### src/sv/pwirt_pkg.sv
package pwirt_pkg;

    // Widths fixed by the word formats.
    localparam int DATA_W     = 32;
    localparam int DATA_IDX_W = 5;
    localparam int COUNT_W    = 6;
    localparam int CFG_W      = 8;
    localparam int CFG_IDX_W  = 2;

    // Request codes carried in req_type.
    localparam logic REQ_TICK = 1'b0;
    localparam logic REQ_SEND = 1'b1;

    // Configuration register indexes.
    localparam logic [CFG_IDX_W-1:0] CFG_HEADER    = 2'd0;
    localparam logic [CFG_IDX_W-1:0] CFG_MARK_ONE  = 2'd1;
    localparam logic [CFG_IDX_W-1:0] CFG_MARK_ZERO = 2'd2;
    localparam logic [CFG_IDX_W-1:0] CFG_SPACE     = 2'd3;

    localparam logic [CFG_W-1:0] CFG_RESET = 8'd1;

    typedef struct packed {
        logic               req_type;
        logic [DATA_W-1:0]  data_word;
        logic [COUNT_W-1:0] bit_count;
    } in_word_t;

    typedef struct packed {
        logic carrier_on;
        logic tx_enable;
        logic frame_done;
    } out_word_t;

    typedef struct packed {
        logic [CFG_W-1:0] header_ticks;
        logic [CFG_W-1:0] mark_one_ticks;
        logic [CFG_W-1:0] mark_zero_ticks;
        logic [CFG_W-1:0] space_ticks;
    } cfg_regs_t;

endpackage

### src/sv/pulse_width_ir_transmitter.sv
// Pulse-width coded infrared transmitter.
//
// Input channel (in_valid/in_ready/in_word): each word is either a send
// request, which loads data_word and bit_count and raises tx_enable, or a
// timer tick, which advances the frame by one tick. The frame is a header
// mark, one mark per bit (most significant counted bit first), and a space
// after every mark; carrier_on is high during marks.
// Output channel (out_valid/out_ready/out_word): exactly one result word per
// input word, in order, showing carrier_on, tx_enable and frame_done.
// Configuration: cfg_write with cfg_index/cfg_data writes one of the four
// length registers at once; write only while no words are in flight.
// Each accepted word is held in the input register, then passes through the
// combinational frame update into the result register, which drives
// out_valid. Throughput is one word per clock while out_ready stays high: the
// input register and the result register each hold one word.
// When out_ready is low the result register holds its word, the input
// register fills, and in_ready drops only once both are full.
// Reset clears the frame state and the valid flags of both pipeline registers
// (their payloads carry no reset) and sets every length register to one tick.
module pulse_width_ir_transmitter import pwirt_pkg::*; #(
    parameter int MAX_BITS       = 32,
    parameter int DURATION_WIDTH = 8
) (
    input  logic                 clk,
    input  logic                 rst_n,
    input  logic                 in_valid,
    output logic                 in_ready,
    input  in_word_t             in_word,
    output logic                 out_valid,
    input  logic                 out_ready,
    output out_word_t            out_word,
    input  logic                 cfg_write,
    input  logic [CFG_IDX_W-1:0] cfg_index,
    input  logic [CFG_W-1:0]     cfg_data
);

    logic      in_valid_reg;
    in_word_t  in_word_reg;
    logic      out_valid_reg;
    out_word_t out_word_reg;
    cfg_regs_t cfg_reg;
    out_word_t result;
    logic      step;

    // The staged word moves on whenever the result register is free or
    // being emptied this cycle.
    assign step     = in_valid_reg && (!out_valid_reg || out_ready);
    assign in_ready = !in_valid_reg || step;

    always_ff @(posedge clk or negedge rst_n)
    begin
        if (!rst_n)
        begin
            cfg_reg.header_ticks    <= CFG_RESET;
            cfg_reg.mark_one_ticks  <= CFG_RESET;
            cfg_reg.mark_zero_ticks <= CFG_RESET;
            cfg_reg.space_ticks     <= CFG_RESET;
        end
        else if (cfg_write)
        begin
            unique case (cfg_index)
                CFG_HEADER:    cfg_reg.header_ticks    <= cfg_data;
                CFG_MARK_ONE:  cfg_reg.mark_one_ticks  <= cfg_data;
                CFG_MARK_ZERO: cfg_reg.mark_zero_ticks <= cfg_data;
                CFG_SPACE:     cfg_reg.space_ticks     <= cfg_data;
            endcase
        end
    end

    always_ff @(posedge clk or negedge rst_n)
    begin
        if (!rst_n)
        begin
            in_valid_reg  <= 1'b0;
            out_valid_reg <= 1'b0;
        end
        else
        begin
            if (in_ready)
            begin
                in_valid_reg <= in_valid;
            end
            if (step)
            begin
                out_valid_reg <= 1'b1;
            end
            else if (out_ready)
            begin
                out_valid_reg <= 1'b0;
            end
        end
    end

    // Payload registers carry no reset.
    always_ff @(posedge clk)
    begin
        if (in_valid && in_ready)
        begin
            in_word_reg <= in_word;
        end
        if (step)
        begin
            out_word_reg <= result;
        end
    end

    pwirt_core #(
        .MAX_BITS       (MAX_BITS),
        .DURATION_WIDTH (DURATION_WIDTH)
    ) u_core (
        .clk    (clk),
        .rst_n  (rst_n),
        .step   (step),
        .word   (in_word_reg),
        .cfg    (cfg_reg),
        .result (result)
    );

    assign out_valid = out_valid_reg;
    assign out_word  = out_word_reg;

endmodule

### src/sv/pwirt_core.sv
module pwirt_core import pwirt_pkg::*; #(
    parameter int MAX_BITS       = 32,
    parameter int DURATION_WIDTH = 8
) (
    input  logic      clk,
    input  logic      rst_n,
    input  logic      step,
    input  in_word_t  word,
    input  cfg_regs_t cfg,
    output out_word_t result
);

    localparam int TOTAL_W = $clog2(MAX_BITS + 1);
    localparam int POS_W   = $clog2(MAX_BITS + 2);
    localparam int SEL_W   = (POS_W > COUNT_W) ? POS_W : COUNT_W;

    logic [DATA_W-1:0]         shift_word_reg, shift_word_next;
    logic [TOTAL_W-1:0]        bit_total_reg, bit_total_next;
    logic [POS_W-1:0]          bit_position_reg, bit_position_next;
    logic                      in_mark_reg, in_mark_next;
    logic [DURATION_WIDTH-1:0] tick_count_reg, tick_count_next;
    logic [DURATION_WIDTH-1:0] target_ticks_reg, target_ticks_next;
    logic                      start_pending_reg, start_pending_next;
    logic                      running_reg, running_next;
    logic                      carrier_reg, carrier_next;
    logic                      enable_reg, enable_next;
    logic                      done;

    logic [DURATION_WIDTH-1:0] header_dur, one_dur, zero_dur, space_dur;
    logic [POS_W-1:0]          pos_inc;
    logic [SEL_W-1:0]          bit_idx;
    logic                      next_bit;
    logic [SEL_W-1:0]          count_wide;
    logic [TOTAL_W-1:0]        count_sat;

    // Lengths wrap at the tick counter width.
    assign header_dur = DURATION_WIDTH'(cfg.header_ticks);
    assign one_dur    = DURATION_WIDTH'(cfg.mark_one_ticks);
    assign zero_dur   = DURATION_WIDTH'(cfg.mark_zero_ticks);
    assign space_dur  = DURATION_WIDTH'(cfg.space_ticks);

    assign count_wide = SEL_W'(word.bit_count);
    assign count_sat  = (count_wide > SEL_W'(MAX_BITS)) ? TOTAL_W'(MAX_BITS)
                                                         : TOTAL_W'(word.bit_count);

    // Bit sent at the next position; bits above the data word go out as zero.
    assign pos_inc  = bit_position_reg + 1'b1;
    assign bit_idx  = SEL_W'(bit_total_reg) - SEL_W'(pos_inc);
    assign next_bit = (bit_idx < SEL_W'(DATA_W)) ? shift_word_reg[bit_idx[DATA_IDX_W-1:0]]
                                                  : 1'b0;

    always_comb
    begin
        shift_word_next    = shift_word_reg;
        bit_total_next     = bit_total_reg;
        bit_position_next  = bit_position_reg;
        in_mark_next       = in_mark_reg;
        tick_count_next    = tick_count_reg;
        target_ticks_next  = target_ticks_reg;
        start_pending_next = start_pending_reg;
        running_next       = running_reg;
        carrier_next       = carrier_reg;
        enable_next        = enable_reg;
        done               = 1'b0;

        if (word.req_type == REQ_SEND)
        begin
            shift_word_next    = word.data_word;
            bit_total_next     = count_sat;
            bit_position_next  = '0;
            enable_next        = 1'b1;
            target_ticks_next  = header_dur;
            in_mark_next       = 1'b1;
            start_pending_next = 1'b1;
        end
        else
        begin
            if (start_pending_reg)
            begin
                carrier_next       = 1'b1;
                start_pending_next = 1'b0;
                tick_count_next    = '0;
                running_next       = 1'b1;
            end
            if (running_next)
            begin
                tick_count_next = tick_count_next + 1'b1;
                if (tick_count_next == target_ticks_reg)
                begin
                    tick_count_next = '0;
                    in_mark_next    = ~in_mark_reg;
                    if (in_mark_reg)
                    begin
                        carrier_next      = 1'b0;
                        target_ticks_next = space_dur;
                    end
                    else if (SEL_W'(pos_inc) > SEL_W'(bit_total_reg))
                    begin
                        // Space after the last bit is over: the frame ends.
                        enable_next       = 1'b0;
                        carrier_next      = 1'b0;
                        bit_position_next = '0;
                        running_next      = 1'b0;
                        done              = 1'b1;
                        target_ticks_next = header_dur;
                    end
                    else
                    begin
                        bit_position_next = pos_inc;
                        carrier_next      = 1'b1;
                        target_ticks_next = next_bit ? one_dur : zero_dur;
                    end
                end
            end
        end
    end

    assign result.carrier_on = carrier_next;
    assign result.tx_enable  = enable_next;
    assign result.frame_done = done;

    always_ff @(posedge clk or negedge rst_n)
    begin
        if (!rst_n)
        begin
            shift_word_reg    <= '0;
            bit_total_reg     <= '0;
            bit_position_reg  <= '0;
            in_mark_reg       <= 1'b0;
            tick_count_reg    <= '0;
            target_ticks_reg  <= '0;
            start_pending_reg <= 1'b0;
            running_reg       <= 1'b0;
            carrier_reg       <= 1'b0;
            enable_reg        <= 1'b0;
        end
        else if (step)
        begin
            shift_word_reg    <= shift_word_next;
            bit_total_reg     <= bit_total_next;
            bit_position_reg  <= bit_position_next;
            in_mark_reg       <= in_mark_next;
            tick_count_reg    <= tick_count_next;
            target_ticks_reg  <= target_ticks_next;
            start_pending_reg <= start_pending_next;
            running_reg       <= running_next;
            carrier_reg       <= carrier_next;
            enable_reg        <= enable_next;
        end
    end

endmodule

### config.mk
export PLATFORM = sky130hd
export DESIGN_NAME = pulse_width_ir_transmitter
export DESIGN_NICKNAME = d
export VERILOG_FILES = /design/src/sv/pwirt_pkg.sv /design/src/sv/pulse_width_ir_transmitter.sv /design/src/sv/pwirt_core.sv
export SDC_FILE = /design/constraint.sdc
export NUM_CORES = 1
export LEC_CHECK = 0
export BUFFER_PORTS_ARGS = -buffer_cell sky130_fd_sc_hd__buf_2
export CAP_MARGIN = 40
export CORE_ASPECT_RATIO = 0.6
export CORE_MARGIN = 4
export CORE_UTILIZATION = 59
export CTS_CLUSTER_DIAMETER = 150
export DETAILED_ROUTE_END_ITERATION = 10
export PLACE_DENSITY_LB_ADDON = 0.05
export SYNTH_ARGS = -nofsm -noshare
export SYNTH_HDL_FRONTEND = slang
export SYNTH_SLANG_ARGS = --single-unit
### constraint.sdc
create_clock -name clk -period 4 [get_ports clk]
set_input_delay 0.4 -clock clk [delete_from_list [all_inputs] [get_ports clk]]
set_output_delay 0.4 -clock clk [all_outputs]
set_load 0.03 [all_outputs]
==> results.sh <==
export IMPL_drive_above_1_share_pct=34.3
export IMPL_drt_iter0_drc=281
export IMPL_dr_pass1_iters=5
export IMPL_end_kind="flop"
export IMPL_synth_edf_count=42
export IMPL_synthMostInstantiatedCell="dfrtp_1"
export IMPL_final_setup_skew_ps=6.27
export IMPL_ys_dominant_reg_cell="dfrtp_1"
export IMPL_path_class="reg2reg"
export IMPL_setup_slack_ps=259
export IMPL_hold_class="in2reg"
export IMPL_hold_viol_final=0
export IMPL_p_clk_share_pct=33.5
export IMPL_start_util_pct=60.6
export IMPL_async_flop_share_pct=70.2
export IMPL_largest_reg_flops=39
export IMPL_ys_ff_latch=141
export IMPL_antenna_found_initial=0
export IMPL_finalCritPeriodShare_pct=93.5
export IMPL_utilization_pct=71.1
export IMPL_worst_setup_path_start_kind="flop"
export IMPL_synth_yosys_seq_area_share_pct=58.3
export IMPL_die_area_mm2=0.0127
export IMPL_p_switching_mw=1.32
export IMPL_post_cts_buffers=0
export IMPL_synth_top_area_cell="dfrtp_1"
export IMPL_p_leak_nw=3.07
export IMPL_rows=29
export IMPL_ys_top_cells_by_count="95 x dfrtp_1, 74 x mux2_2, 42 x edfxtp_1, 41 x nand2_1"
export IMPL_grt_pass1_wl_um=21900
export IMPL_wl_per_cell_um=18.7
export IMPL_vias=4124
export IMPL_worst_pin_slew_ps=836
export IMPL_slew_headroom_pct=44.1
export IMPL_powerDensity_mw_per_mm2=604
export IMPL_portBuffers=58
export IMPL_seq_power_share_pct=42.7
export IMPL_post_route_min_period_ps=3740
export IMPL_nets=625
export IMPL_ant_nets=0
export IMPL_critical_path_max_fanout=8
export IMPL_grt_overflow=0
export IMPL_finalSetupViolCount=0
export IMPL_slew_viol_final=0
export IMPL_cp_data_required_time_ps=4250
export IMPL_yosys_warnings=0
export IMPL_cts_tree="built"
export IMPL_num_io_pins=59
export IMPL_die_y_um=88.8
export IMPL_wl_um=13300
export IMPL_synth_top_area_share_pct=37.0
export IMPL_n_antenna_cell=0
export IMPL_cts_buffers=17
export IMPL_fin_cells=714
export IMPL_place_ws_ps=49.3
export IMPL_p_sw_share_pct=29.1
export IMPL_rsz0062_at_grt="no"
export IMPL_grt_pass1_vias=4115
export IMPL_gp_congestion=0.890
export IMPL_synth_area_leaders="dfrtp_1 37%, edfxtp_1 20%, mux2_2 13%, mux4_2 3.2%, nand2_1 2.4%"
export IMPL_outcome="complete, no violations"
export IMPL_coreArea_mm2=0.0106
export IMPL_worstPathArrival_ps=4000
export IMPL_drc=0
export IMPL_cts_max_level=4
export IMPL_dp_cells=680
export IMPL_syn_avg_cell_area_um2=13.0
export IMPL_hold_slack_ps=160
export IMPL_maxCapViolations=0
export IMPL_fmax_ghz=0.267
export IMPL_die_x_um=143
export IMPL_numClockSinks=141
export IMPL_clk_path_buf_depth=2
export IMPL_post_dp_hpwl_um=9010
export IMPL_fin_setup_tns_ps=0
export IMPL_insertion_delay_ps=410
export IMPL_clkTransAtPathRegs_ps=60
export IMPL_viasPerCell=5.78
export IMPL_syn_cell_area_mm2=0.00642
export IMPL_synth_cell_types=53
export IMPL_ir_drop_uv=368
export IMPL_syn2layout_area_growth_pct=17.3
export IMPL_grt_use_total_pct=22.9
export IMPL_intPower_mw=3.23
export IMPL_combinationalPowerShare_pct=23.8
export IMPL_grt_start_max_net_pins=64
export IMPL_synth_nets=556
export IMPL_nFillCells=730
export IMPL_netlist_instances=493
export IMPL_cts_root_buf="clkbuf_16"
[through the flow]
stage	total power, mW	instance area, um2
finish	4.55	7530
CTS	4.57	7510
global placement	2.97	6870
detailed placement	3.01	6930
floorplan	2.72	6420
global route	4.77	7530
[cell families after synthesis]
| kind of cell | Yosys count | share of synthesized area (%) |
|---|---|---|
| simple gates | 136 | 11.3 |
| xor+xnor | 14 | 1.91 |
| fa+ha+maj | 9 | 1.87 |
| compound gates | 73 | 7.50 |
| flops | 141 | 58.3 |
| buf+inv | 30 | 1.91 |
| mux | 90 | 17.2 |
[cells in the final DEF (no fill, tap or decap), types with 5 or more instances in the layout]
cell type  instances
nor3_1             8
mux2_2            74
xnor2_1            7
ha_1               8
a211oi_1           8
dfrtp_1           95
xor2_1             6
clkbuf_16         17
buf_4              9
inv_1              9
edfxtp_1          42
buf_2             58
mux4_2             9
nand2b_1          10
nand3_1            9
nand2_1           40
nor2b_1            5
a31oi_1            8
or3_1              5
a21oi_1            6
nand3b_1          16
nor2_1            26
o21ai_0           26
mux2i_1            7
[metal layers]
metal	wire [um]	global-route usage (%)	vias to the layer above	part of all wire, %
li1	-	-	1959	-
met1	6880	36.5	2017	52
met2	5420	30.8	131	41
met3	890	6.37	17	6.7
met4	134	6.21	0	1.0
met5	0	0	-	0
[power groups by stage]
stage / clock [mW] / sequential, mW / combinational, mW
6_report: 1.53 / 1.94 / 1.08
5_1_grt: 1.62 / 1.97 / 1.18
4_1_cts: 1.55 / 1.93 / 1.08
3_5_place_dp: 0 / 1.95 / 1.06
3_3_place_gp: 0 / 1.96 / 1.01
2_1_floorplan: 0 / 1.87 / 0.853
[path summary, 6_finish.rpt]
kind	start	end	slack (ps)	depth (start not counted)
max	u_core.bit_position_reg[0]	u_core.target_ticks_reg[3]	260	10
min	in_word[21]	in_word_reg[21]	160	1
max reg2reg	u_core.bit_position_reg[0]	u_core.target_ticks_reg[3]	260	10
min reg2reg	in_word_reg[20]	u_core.shift_word_reg[14]	480	1
max in group asynchronous	rst_n	cfg_reg[8]	2980	3
min in group asynchronous	rst_n	u_core.tick_count_reg[4]	400	2
[worst max-delay path: stages, from the launching register on]
cell and delay [ps]:
dfrtp_1 420, ha_1 310, inv_1 80, fa_1 870
mux4_2 330, mux2i_1 90, mux4_2 500, a21oi_2 430
mux2_2 400, nand2_1 60, a31oi_1 90
[final cells by class]
type	count	area (um2)	area share, %
clock buffers	19	433	5.75
clock inverters	13	139	1.84
inverters	9	33.8	0.448
multi-input cells	322	2570	34.1
flip-flops and latches	141	3740	49.7
well taps	139	174	2.31
repair buffers	71	443	5.88
[what timing repair did]
action / 4_1_cts / 5_1_grt
gates resized for setup: 1 / 0
endpoints found under the hold margin: 13 / 0
hold buffers: 1 / 0
endpoints found under the setup margin: 3 / 0
Power figures use the tool's default switching activity.
